===== src/rtl/tam_pkg.sv =====
`timescale 1ns / 1ps

package tam_pkg;

  localparam int SAMPLE_W = 12;
  localparam int TIME_W   = 32;

  // Acceptance limits and the disabled code, sixteenths of a degree
  localparam logic signed [SAMPLE_W-1:0] LOW_LIMIT     = -12'sd880;
  localparam logic signed [SAMPLE_W-1:0] HIGH_LIMIT    = 12'sd2000;
  localparam logic signed [SAMPLE_W-1:0] DISABLED_CODE = -12'sd2032;

  // Register reset values
  localparam logic [15:0]                RST_INTERVAL  = 16'd1000;
  localparam logic signed [SAMPLE_W-1:0] RST_EXP_MIN   = -12'sd880;
  localparam logic signed [SAMPLE_W-1:0] RST_EXP_MAX   = 12'sd2000;
  localparam logic [SAMPLE_W-1:0]        RST_SPIKE_THR = 12'd32;
  localparam logic [TIME_W-1:0]          RST_STUCK_TO  = 32'd300000;

  typedef enum logic [2:0] {
    REG_ENABLE    = 3'd0,
    REG_INTERVAL  = 3'd1,
    REG_EXP_MIN   = 3'd2,
    REG_EXP_MAX   = 3'd3,
    REG_SPIKE_THR = 3'd4,
    REG_STUCK_TO  = 3'd5
  } reg_idx_e;

  typedef struct packed {
    logic signed [SAMPLE_W-1:0] sample;
    logic [TIME_W-1:0]          now_ms;
  } in_t;

  typedef struct packed {
    logic signed [SAMPLE_W-1:0] average;
    logic                       average_valid;
    logic                       accepted;
    logic                       out_of_range;
    logic                       spike;
    logic                       stuck;
    logic [TIME_W-1:0]          stuck_duration;
  } out_t;

  typedef struct packed {
    logic out_of_range;
    logic spike;
    logic stuck;
  } flags_t;

endpackage


===== src/rtl/tam_win_cell.sv =====
`timescale 1ns / 1ps

module tam_win_cell (
  input  logic                                 clk_i,
  input  logic                                 rst_ni,
  input  logic                                 shift_i,
  input  logic signed [tam_pkg::SAMPLE_W-1:0]  d_i,
  output logic signed [tam_pkg::SAMPLE_W-1:0]  q_o
);
  import tam_pkg::*;

  logic signed [SAMPLE_W-1:0] val_q;

  // window starts zeroed
  always_ff @(posedge clk_i or negedge rst_ni) begin
    if (!rst_ni) begin
      val_q <= '0;
    end else if (shift_i) begin
      val_q <= d_i;
    end
  end

  assign q_o = val_q;

endmodule


===== src/rtl/tam_mean_div.sv =====
`timescale 1ns / 1ps

module tam_mean_div #(
  parameter int WINDOW_LEN = 10,
  parameter int SUM_W      = 16
) (
  input  logic                                clk_i,
  input  logic                                en_i,
  input  logic signed [SUM_W-1:0]             sum_i,
  output logic signed [tam_pkg::SAMPLE_W-1:0] mean_o
);
  import tam_pkg::*;

  // |sum| * ceil(2^SH / N) >> SH is exact for |sum| < 2^SUM_W
  localparam int SH     = SUM_W + $clog2(WINDOW_LEN);
  localparam int RECIP  = ((2 ** SH) + WINDOW_LEN - 1) / WINDOW_LEN;
  localparam int RCP_W  = SUM_W + 1;
  localparam int PROD_W = SUM_W + RCP_W;
  localparam logic [RCP_W-1:0] RCP = RCP_W'(RECIP);

  logic [SUM_W-1:0]    mag;
  logic                neg_q;
  logic [PROD_W-1:0]   prod_q;
  logic [SAMPLE_W-1:0] quo;

  assign mag = sum_i[SUM_W-1] ? SUM_W'(-sum_i) : SUM_W'(sum_i);

  always_ff @(posedge clk_i) begin
    if (en_i) begin
      neg_q  <= sum_i[SUM_W-1];
      prod_q <= PROD_W'(mag) * PROD_W'(RCP);
    end
  end

  assign quo    = prod_q[SH +: SAMPLE_W];
  assign mean_o = neg_q ? -$signed(quo) : $signed(quo);

endmodule


===== src/rtl/temperature_average_anomaly_monitor.sv =====
`timescale 1ns / 1ps

// Channel   Dir  Handshake                 Payload
// in        in   in_valid_i / in_ready_o   in_data_i  (sample, now_ms)
// out       out  out_valid_o / out_ready_i out_data_o (average, flags, stuck_duration)
// config    in   APB psel/penable/pwrite   paddr, pwdata, prdata (6 regs, 4-byte stride)
//
// One item per cycle sustained while the output is not stalled; each accepted item passes
// through the state update, the reciprocal multiply for the mean and the output register.
// The window is a shift chain of WINDOW_LEN cells; oldest sample sits at the end.
// Reset clears window, running sum, timers and flags; registers take their defaults.
// A stalled output holds; items keep entering until the three stages are full.
module temperature_average_anomaly_monitor #(
  parameter int WINDOW_LEN = 10
) (
  input  logic           clk_i,
  input  logic           rst_ni,
  input  logic           in_valid_i,
  output logic           in_ready_o,
  input  tam_pkg::in_t   in_data_i,
  output logic           out_valid_o,
  input  logic           out_ready_i,
  output tam_pkg::out_t  out_data_o,
  input  logic           psel,
  input  logic           penable,
  input  logic           pwrite,
  input  logic [4:0]     paddr,
  input  logic [31:0]    pwdata,
  output logic [31:0]    prdata,
  output logic           pready
);
  import tam_pkg::*;

  localparam int SUM_W = SAMPLE_W + $clog2(WINDOW_LEN + 1);

  // ---------------- configuration registers ----------------
  logic                       enable_q;
  logic [15:0]                interval_q;
  logic signed [SAMPLE_W-1:0] exp_min_q, exp_max_q;
  logic [SAMPLE_W-1:0]        spike_thr_q;
  logic [TIME_W-1:0]          stuck_to_q;
  logic                       cfg_wr;
  reg_idx_e                   cfg_idx;

  assign pready  = 1'b1;
  assign cfg_idx = reg_idx_e'(paddr[4:2]);
  assign cfg_wr  = psel && penable && pwrite;

  always_ff @(posedge clk_i or negedge rst_ni) begin
    if (!rst_ni) begin
      enable_q    <= 1'b0;
      interval_q  <= RST_INTERVAL;
      exp_min_q   <= RST_EXP_MIN;
      exp_max_q   <= RST_EXP_MAX;
      spike_thr_q <= RST_SPIKE_THR;
      stuck_to_q  <= RST_STUCK_TO;
    end else if (cfg_wr) begin
      case (cfg_idx)
        REG_ENABLE:    enable_q    <= pwdata[0];
        REG_INTERVAL:  interval_q  <= pwdata[15:0];
        REG_EXP_MIN:   exp_min_q   <= $signed(pwdata[SAMPLE_W-1:0]);
        REG_EXP_MAX:   exp_max_q   <= $signed(pwdata[SAMPLE_W-1:0]);
        REG_SPIKE_THR: spike_thr_q <= pwdata[SAMPLE_W-1:0];
        REG_STUCK_TO:  stuck_to_q  <= pwdata;
        default: ;
      endcase
    end
  end

  always_comb begin
    case (cfg_idx)
      REG_ENABLE:    prdata = {31'b0, enable_q};
      REG_INTERVAL:  prdata = {16'b0, interval_q};
      REG_EXP_MIN:   prdata = {20'b0, exp_min_q};
      REG_EXP_MAX:   prdata = {20'b0, exp_max_q};
      REG_SPIKE_THR: prdata = {20'b0, spike_thr_q};
      REG_STUCK_TO:  prdata = stuck_to_q;
      default:       prdata = '0;
    endcase
  end

  // ---------------- pipeline handshake ----------------
  logic v1_q, v2_q, out_v_q;
  logic rdy1, rdy2, rdy3, in_fire, adv2;

  assign rdy3       = !out_v_q || out_ready_i;
  assign rdy2       = !v2_q || rdy3;
  assign rdy1       = !v1_q || rdy2;
  assign in_ready_o = rdy1;
  assign in_fire    = in_valid_i && in_ready_o;
  assign adv2       = v1_q && rdy2;

  always_ff @(posedge clk_i or negedge rst_ni) begin
    if (!rst_ni) begin
      v1_q    <= 1'b0;
      v2_q    <= 1'b0;
      out_v_q <= 1'b0;
    end else begin
      if (in_fire)   v1_q <= 1'b1;
      else if (adv2) v1_q <= 1'b0;
      if (adv2)      v2_q <= 1'b1;
      else if (rdy3) v2_q <= 1'b0;
      if (v2_q && rdy3)     out_v_q <= 1'b1;
      else if (out_ready_i) out_v_q <= 1'b0;
    end
  end

  // ---------------- state update (stage 1) ----------------
  logic signed [SAMPLE_W-1:0] s;
  logic [TIME_W-1:0]          now;
  logic [TIME_W-1:0]          last_q, change_q, dur_q;
  logic [TIME_W-1:0]          change_d, dur_d, gap, held;
  logic signed [SAMPLE_W-1:0] prev_q;
  logic signed [SUM_W-1:0]    sum_q, sum_d;
  flags_t                     flags_q, flags_d;
  logic                       take, upd;
  logic signed [SAMPLE_W:0]   diff;
  logic [SAMPLE_W:0]          mag;
  logic                       have_prev, same;

  assign s    = in_data_i.sample;
  assign now  = in_data_i.now_ms;
  assign gap  = now - last_q;
  assign held = now - change_q;
  assign take = enable_q && (gap >= {16'b0, interval_q})
                && (s > LOW_LIMIT) && (s < HIGH_LIMIT);
  assign upd  = in_fire && take;

  assign diff      = {s[SAMPLE_W-1], s} - {prev_q[SAMPLE_W-1], prev_q};
  assign mag       = diff[SAMPLE_W] ? $unsigned(-diff) : $unsigned(diff);
  // a previous reading of exactly zero means none yet
  assign have_prev = (prev_q != '0);
  assign same      = have_prev && (mag == '0);

  always_comb begin
    flags_d.out_of_range = (s < exp_min_q) || (s > exp_max_q);
    flags_d.spike        = have_prev && (mag > {1'b0, spike_thr_q});
    flags_d.stuck        = 1'b0;
    change_d             = now;
    dur_d                = '0;
    if (same && (change_q != '0)) begin
      change_d      = change_q;
      dur_d         = held;
      flags_d.stuck = held > stuck_to_q;
    end
  end

  // window chain: cell 0 takes the new sample, last cell holds the oldest
  logic signed [SAMPLE_W-1:0] win [WINDOW_LEN];

  for (genvar i = 0; i < WINDOW_LEN; i++) begin : g_win
    if (i == 0) begin : g_head
      tam_win_cell u_cell (
        .clk_i   (clk_i),
        .rst_ni  (rst_ni),
        .shift_i (upd),
        .d_i     (s),
        .q_o     (win[i])
      );
    end else begin : g_body
      tam_win_cell u_cell (
        .clk_i   (clk_i),
        .rst_ni  (rst_ni),
        .shift_i (upd),
        .d_i     (win[i-1]),
        .q_o     (win[i])
      );
    end
  end

  assign sum_d = sum_q - SUM_W'(win[WINDOW_LEN-1]) + SUM_W'(s);

  always_ff @(posedge clk_i or negedge rst_ni) begin
    if (!rst_ni) begin
      last_q   <= '0;
      change_q <= '0;
      dur_q    <= '0;
      prev_q   <= '0;
      sum_q    <= '0;
      flags_q  <= '0;
    end else if (upd) begin
      last_q   <= now;
      change_q <= change_d;
      dur_q    <= dur_d;
      prev_q   <= s;
      sum_q    <= sum_d;
      flags_q  <= flags_d;
    end
  end

  // stage 1 item: snapshot of the state as the item leaves it
  logic signed [SUM_W-1:0] sum1_q;
  logic                    en1_q, acc1_q;
  flags_t                  flags1_q;
  logic [TIME_W-1:0]       dur1_q;

  always_ff @(posedge clk_i) begin
    if (in_fire) begin
      sum1_q   <= take ? sum_d : sum_q;
      en1_q    <= enable_q;
      acc1_q   <= take;
      flags1_q <= take ? flags_d : flags_q;
      dur1_q   <= take ? dur_d : dur_q;
    end
  end

  // ---------------- mean (stage 2) ----------------
  logic signed [SAMPLE_W-1:0] mean;
  logic                       en2_q, acc2_q;
  flags_t                     flags2_q;
  logic [TIME_W-1:0]          dur2_q;

  tam_mean_div #(
    .WINDOW_LEN (WINDOW_LEN),
    .SUM_W      (SUM_W)
  ) u_div (
    .clk_i  (clk_i),
    .en_i   (adv2),
    .sum_i  (sum1_q),
    .mean_o (mean)
  );

  always_ff @(posedge clk_i) begin
    if (adv2) begin
      en2_q    <= en1_q;
      acc2_q   <= acc1_q;
      flags2_q <= flags1_q;
      dur2_q   <= dur1_q;
    end
  end

  // ---------------- output register ----------------
  out_t out_d, out_q;

  always_comb begin
    out_d.average        = en2_q ? mean : DISABLED_CODE;
    out_d.average_valid  = en2_q && (mean > LOW_LIMIT) && (mean < HIGH_LIMIT);
    out_d.accepted       = acc2_q;
    out_d.out_of_range   = flags2_q.out_of_range;
    out_d.spike          = flags2_q.spike;
    out_d.stuck          = flags2_q.stuck;
    out_d.stuck_duration = dur2_q;
  end

  always_ff @(posedge clk_i) begin
    if (v2_q && rdy3) begin
      out_q <= out_d;
    end
  end

  assign out_valid_o = out_v_q;
  assign out_data_o  = out_q;

  // ---------------- assertions ----------------
  // an accepted sample lies within the limits, so its mean must be valid
  a_acc_mean_valid: assert property (@(posedge clk_i) disable iff (!rst_ni)
    out_valid_o && out_data_o.accepted |-> out_data_o.average_valid)
    else $error("accepted item with invalid mean");

  // stuck needs a duration above the timeout, hence nonzero
  a_stuck_dur: assert property (@(posedge clk_i) disable iff (!rst_ni)
    out_valid_o && out_data_o.stuck |-> out_data_o.stuck_duration != '0)
    else $error("stuck flagged with zero duration");

  // an accepted sample restarts the interval at its own timestamp
  a_last_time: assert property (@(posedge clk_i) disable iff (!rst_ni)
    upd |=> last_q == $past(now))
    else $error("last accept time not updated");

  // a stalled stage 1 item is not dropped
  a_stage1_hold: assert property (@(posedge clk_i) disable iff (!rst_ni)
    v1_q && !rdy2 |=> v1_q)
    else $error("stage 1 item lost under stall");

endmodule

===== config.mk =====
export PLATFORM = sky130hd
export DESIGN_NAME = temperature_average_anomaly_monitor
export DESIGN_NICKNAME = d
export VERILOG_FILES = /design/src/rtl/tam_pkg.sv /design/src/rtl/tam_win_cell.sv /design/src/rtl/tam_mean_div.sv /design/src/rtl/temperature_average_anomaly_monitor.sv
export SDC_FILE = /design/constraint.sdc
export NUM_CORES = 1
export LEC_CHECK = 0
export CAP_MARGIN = 20
export CORE_MARGIN = 8
export CORE_UTILIZATION = 43
export DETAILED_ROUTE_END_ITERATION = 12
export DONT_BUFFER_PORTS = 1
export GPL_TIMING_DRIVEN = 1
export PLACE_DENSITY = 0.7
export SLEW_MARGIN = 30
export SYNTH_ARGS = -nofsm -noshare
export SYNTH_HDL_FRONTEND = slang
export SYNTH_SLANG_ARGS = --single-unit

===== constraint.sdc =====
create_clock -name clk_i -period 7.65 [get_ports clk_i]
set_input_delay 0.765 -clock clk_i [delete_from_list [all_inputs] [get_ports clk_i]]
set_output_delay 0.765 -clock clk_i [all_outputs]
set_load 0.1 [all_outputs]

* Yosys cells after proc, flatten, opt, wreduce, memory -nomap -nowiden
Cells that the tools add are included.
** Storage, ports and cells
- Flip-flop bits (word level) :: 494
- Bits of input ports :: 88
- Output and inout bits :: 84
** Cells by class
- $mul :: 1
- $lt $le $gt $ge :: 9
- $add $sub $neg :: 8
- Bitwise logic cells :: 1
- Equality and inequality tests :: 5
- Multiplexer cells :: 15
- Reductions and logical operators :: 35
** Operator list (count)
- $pmux W32 S6 :: 1
- $mux W32 :: 2
- $sub A32 B32 Y32 :: 2
- $ge A32 B16 Y1 :: 1
- $gt A32 B32 Y1 :: 1
- $mux W16 :: 2
- $reduce_bool A32 Y1 :: 1
- $mul A16 B16 Y31 const B :: 1
- $gt A12 B11 Y1 const B :: 2
- $lt A12 B12 Y1 const B :: 2
- $add A16 B12 Y16 :: 1
- $neg A16 Y16 :: 1
- $sub A16 B12 Y16 :: 1
- $logic_and A1 B1 Y1 :: 14
- $reduce_and A2 Y1 :: 7
- $gt A13 B12 Y1 :: 1
- $logic_not A13 Y1 :: 1
- $mux W13 :: 1
- $neg A13 Y13 :: 1
- $sub A12 B12 Y13 :: 1
- $gt A12 B12 Y1 :: 1
- $lt A12 B12 Y1 :: 1
- $mux W12 :: 1
- $neg A12 Y12 :: 1
- 11 further kinds :: 26

* Logic depth before layout (Yosys ltp)
- Depth in word-level cells :: 8
- Gate-level depth with buffers :: 29
- Gate-level depth less buffers :: 29

* Cells and area by module
Synthesis repeated with hierarchy kept, for this count alone.
** Unflattened totals
- Cells, all modules :: 2887
- Area total of the unflattened synthesis :: 32003.2 um^2
** By module, submodules not included
- temperature_average_anomaly_monitor :: sequential area each 9585.4 um^2, cells each 2081, area each 21820.9 um^2, times used 1
- tam_mean_div :: sequential area each 390.4 um^2, cells each 556, area each 5340.1 um^2, times used 1
- tam_win_cell :: sequential area each 300.3 um^2, cells each 25, area each 484.2 um^2, times used 10

* Least setup slack after synthesis
OpenSTA, ideal clock, no wires.
- Path kind :: register to register
- From :: register sum1_q[0]
- To :: register u_div.prod_q[31], data pin
- Data arrival time :: 7421 ps
- Library setup time :: 260 ps
- Clock period less this slack :: 7680 ps
- Stages on the path, launching flop included :: 30
- Path slack :: -30 ps
- Required time :: 7390 ps
- Cell sequence :: edfxtp_1 > inv_1 > nand2_1 > or4_1 > or2_2 > or3_1 > o31ai_1 > xor2_1 > inv_1 > ha_1 > ha_1 > inv_1 > fa_1 > inv_1 > fa_1 > fa_1 > inv_1 > fa_1 > inv_1 > ha_1 > nand4_1 > or4_1 > o21a_1 > a311o_1 > nand3_1 > o41a_1 > a211o_1 > a31o_2 > a21oi_1 > xnor2_1
** On the way
- Word-level cells in the longest chain between the ends :: 3
** Ends and longest elaborated chain
- start: declaration :: RTL line temperature_average_anomaly_monitor.sv:192 : logic signed [SUM_W-1:0] sum1_q;
- start signal: assignment :: RTL line temperature_average_anomaly_monitor.sv:199 : sum1_q <= take ? sum_d : sum_q;
- $neg A16 Y16 :: RTL line tam_mean_div.sv:26 : assign mag = sum_i[SUM_W-1] ? SUM_W'(-sum_i) : SUM_W'(sum_i);
- $mux W16 * :: RTL line tam_mean_div.sv:26
- $mul A16 B16 Y31 * :: RTL line tam_mean_div.sv:31 : prod_q <= PROD_W'(mag) * PROD_W'(RCP);
- end signal: assignment :: RTL line tam_mean_div.sv:31
- end: declaration :: RTL line tam_mean_div.sv:23 : logic [PROD_W-1:0] prod_q;
Every way passes the cells marked *; elsewhere a longest branch is shown, timed or not.
A chain may end at the register's enable or synchronous reset.

* Final worst setup path
- From :: register sum1_q[1]
- To :: register u_div.prod_q[31], data pin
The elaborated chain is that of the path after synthesis.

==> impl_metrics.sql <==
INSERT INTO impl_metrics (metric_group, metric, value, unit) VALUES
('status', 'result_of_the_run', 'finished, violations left', ''),
('status', 'violated_checks', 'negative hold slack', ''),
('floorplanning', 'design.die.area', '80550', 'µm²'),
('place', 'placed_cells_incl_taps', '3810', ''),
('timing', 'timing.final.max_slew_violations', '0', ''),
('global_routing', 'grt_use_total', '0.1707', ''),
('worst_setup_path', 'endpoint_kind', 'flip-flop', ''),
('synthesis', 'syn-num-nets', '3379', ''),
('synthesis', 'synth-edff-count', '152', ''),
('cts', 'cts_sinks', '475', ''),
('synthesis', 'synth-seq-area-share', '0.4111', ''),
('run', 'number_of_max_capacitance_violations_reported', '0', ''),
('cts', 'maximum_clock_path_buffer_count', '3', ''),
('floorplanning', 'initial_core_util', '0.4329', ''),
('finish', 'nNetsFinal', '3403', ''),
('cts', 'clock-root-buffer', 'sky130_fd_sc_hd__clkbuf_16', ''),
('synthesis', 'syn_inst', '2900', ''),
('finish', 'final-instance-count-excl-fill', '3917', ''),
('floorplanning', 'die_h', '283.8', 'µm'),
('finish', 'diodes_inserted', '0', ''),
('worst_setup_path', 'setup.worst_path.class', 'flip-flop to flip-flop', ''),
('drt', 'drc', '0', ''),
('finish', 'layout-area-overhead-vs-synth', '10.51', '%'),
('synthesis', 'synth-warning-count', '0', ''),
('cts', 'worst_setup_hold_path_clk_slew', '60', 'ps'),
('worst_setup_path', 'cpMaxStageDelayCell', 'sky130_fd_sc_hd__fa_1', ''),
('synthesis', 'synth.ff_latch_count', '475', ''),
('synthesis', 'dominant_cell_by_count_in_the_synthesized_netlist', 'sky130_fd_sc_hd__inv_1', ''),
('drt', 'dr_vias', '20754', ''),
('synthesis', 'post_synthesis_average_cell_area', '10.63', 'µm²'),
('synthesis', 'yosys.cell_types.count', '81', ''),
('drt', 'totalWireLength', '69650', 'µm'),
('timing', 'maxClockFrequency', '135.4', 'MHz'),
('synthesis', 'synth.top_cells.by_count', '422 x sky130_fd_sc_hd__inv_1, 300 x sky130_fd_sc_hd__ha_1, 298 x sky130_fd_sc_hd__dfrtp_1, 242 x sky130_fd_sc_hd__o21ai_0, 176 x sky130_fd_sc_hd__nand2_1', ''),
('timing', 'finalCritPeriodShare', '0.9656', ''),
('synthesis', 'synth_async_sr_flop_share', '0.6800', ''),
('global_routing', 'number_of_global_route_vias_before_repair', '20534', ''),
('floorplanning', 'die_x', '283.8', 'µm'),
('place', 'port-buffer-count', '0', ''),
('global_routing', 'overflow', '0', ''),
('global_routing', 'first_pass_grt_wire_length', '112300', 'µm'),
('cts', 'cts-htree-levels', '2', ''),
('floorplanning', 'i_o_pins', '172', ''),
('drt', 'viasPerCell', '5.298', ''),
('timing', 'timing.final.setup_violations', '0', ''),
('finish', 'final_util', '0.4784', ''),
('synthesis', 'most_area_hungry_cell_type_in_the_yosys_netlist', 'sky130_fd_sc_hd__dfrtp_1', ''),
('drt', 'drtAntennaViolNets', '0', ''),
('synthesis', 'netlist_top_cells_area', 'sky130_fd_sc_hd__dfrtp_1 24%, sky130_fd_sc_hd__edfxtp_1 15%, sky130_fd_sc_hd__ha_1 12%, sky130_fd_sc_hd__fa_1 5.9%, sky130_fd_sc_hd__inv_1 5.1%', ''),
('place', 'place.gp.congestion', '0.9228', ''),
('timing', 'worst_slew_margin_rel', '0.2874', ''),
('synthesis', 'netlist.area_leader.share', '0.2418', ''),
('worst_setup_path', 'worst_ep_required_time', '7980', 'ps'),
('timing', 'worst_clock_skew', '46.77', 'ps'),
('global_routing', 'initial_antenna_violation_count', '1', ''),
('hold_path', 'hold_class', 'input pin to asynchronous set/reset pin', ''),
('place', 'post-dp-hpwl', '53650', 'µm'),
('cts', 'clock_tree_from_tritoncts', 'done', ''),
('timing', 'hold-worst-slack', '-76.98', 'ps'),
('drt', 'wl_per_cell', '17.78', 'µm'),
('worst_setup_path', 'cell_repeated_most_along_the_worst_path', 'sky130_fd_sc_hd__inv_1', ''),
('drt', 'initialDrtViolationCount', '1369', ''),
('worst_setup_path', 'worst-path-max-fanout', '3', ''),
('floorplanning', 'placementRows', '98', ''),
('synthesis', 'ys.flop_type', 'sky130_fd_sc_hd__dfrtp_1', ''),
('floorplanning', 'design.core.area', '71240', 'µm²'),
('timing', 'period_needed', '7387', 'ps'),
('timing', 'tightest_slew', '1069', 'ps'),
('worst_setup_path', 'critPathMaxStageDelay', '540', 'ps'),
('worst_setup_path', 'startpoint_type', 'flip-flop', ''),
('synthesis', 'synth_area', '30840', 'µm²'),
('worst_setup_path', 'timing.critical_path.arrival', '7710', 'ps'),
('drt', 'drt_first_pass_iters', '6', ''),
('cts', 'total_cts_buffers', '53', ''),
('cts', 'clock_insertion_delay_worst_skew', '610', 'ps'),
('finish', 'post_route_cells_drive_above_1_share', '0.1159', ''),
('global_routing', 'maximum_number_of_pins_on_one_net_before_global_route_repair', '324', ''),
('timing', 'hold_viol', '37', ''),
('worst_setup_path', 'reg2reg_depth', '29', '');
[final timing paths]
path	start	to	slack, ps
max in group asynchronous	rst_ni	g_win[6].g_body.u_cell.q_o[3]	6890
min in group clk_i	pwdata[18]	stuck_to_q[18]	260
worst min-delay path	rst_ni	exp_min_q[3]	-80
worst max-delay path	sum1_q[1]	u_div.prod_q[31]	260
worst min register to register	dur2_q[17]	out_data_o[17]	410
worst max register to register	sum1_q[1]	u_div.prod_q[31]	260
[per-stage QoR]
stage / area [µm²] / setup TNS, ps / setup slack (ps)
floorplan: 30850 / 0 / 3.961
global placement: 32060 / 0 / 119.7
detailed placement: 32280 / 0 / 69.06
CTS: 33980 / 0 / 48.56
global route: 34080 / -3.856 / -3.856
finish: 34080 / 0 / 263.3
[cell usage in the layout (no fill, tap or decap), types with 52 or more instances in the layout]
cell / count
sky130_fd_sc_hd__mux2_2: 117
sky130_fd_sc_hd__o21ai_0: 241
sky130_fd_sc_hd__mux2_1: 130
sky130_fd_sc_hd__a21oi_1: 103
sky130_fd_sc_hd__nand2_1: 174
sky130_fd_sc_hd__xor2_1: 52
sky130_fd_sc_hd__inv_1: 419
sky130_fd_sc_hd__ha_1: 299
sky130_fd_sc_hd__fa_1: 91
sky130_fd_sc_hd__xnor2_1: 86
sky130_fd_sc_hd__clkbuf_16: 54
sky130_fd_sc_hd__nor2_1: 73
sky130_fd_sc_hd__dfrtp_1: 298
sky130_fd_sc_hd__edfxtp_1: 152
[state kept, by name, summed over array words and instances, names as in the netlist, 16 cells and up]
| name | flops |
|---|---|
| change_q | 32 |
| dur1_q | 32 |
| dur2_q | 32 |
| dur_q | 32 |
| g_win.g_body.u_cell.q_o | 108 |
| interval_q | 16 |
| last_q | 32 |
| out_data_o | 49 |
| stuck_to_q | 32 |
| sum1_q | 16 |
| sum_q | 16 |
[cell families after synthesis]
group,after synthesis,share of synthesized area
adder cells (fa/ha/maj),391,0.1808
AO/OA/AOI/OAI,590,0.1184
other,1,0.0001216
XOR/XNOR,140,0.03976
multiplexers,270,0.09806
buffers and inverters,508,0.06844
AND/OR/NAND/NOR,525,0.08333
flip-flops,475,0.4111
[what timing repair did]
item	CTS	global route
hold endpoints to repair	298	298
resized for setup	0	10
buffers inserted	0	9
endpoints found under the setup margin	0	8
[area by class of cell]
class,instances,area (µm²)
clock buffers,84,1564
clock inverters,14,141.4
fillers,6413,37160
inverters,423,1588
multi-input cells,1917,16450
flip-flops and latches,475,12680
well taps,950,1189
repair buffers,54,473.0
[layer usage]
layer	wire length (µm)	share of wire	up-vias	GRT usage
met4	2160	0.031	0	0.05529
met2	33000	0.47	455	0.2849
met5	0	0	-	0
met1	30580	0.44	10042	0.2212
met3	3908	0.056	117	0.03442
li1	-	-	10140	-
[critical path: cells and delay by family, from the launching register on]
family          cells  cell delay (ps)
simple gates        7             1790
flops               1              400
fa+ha+maj           7             2850
buf+inv             6              410
compound gates      7             1300
xor+xnor            2              360
Power is left out: the tool's default activity adds up to more than one toggle a clock period on the data nets, which glitch-free logic cannot reach.
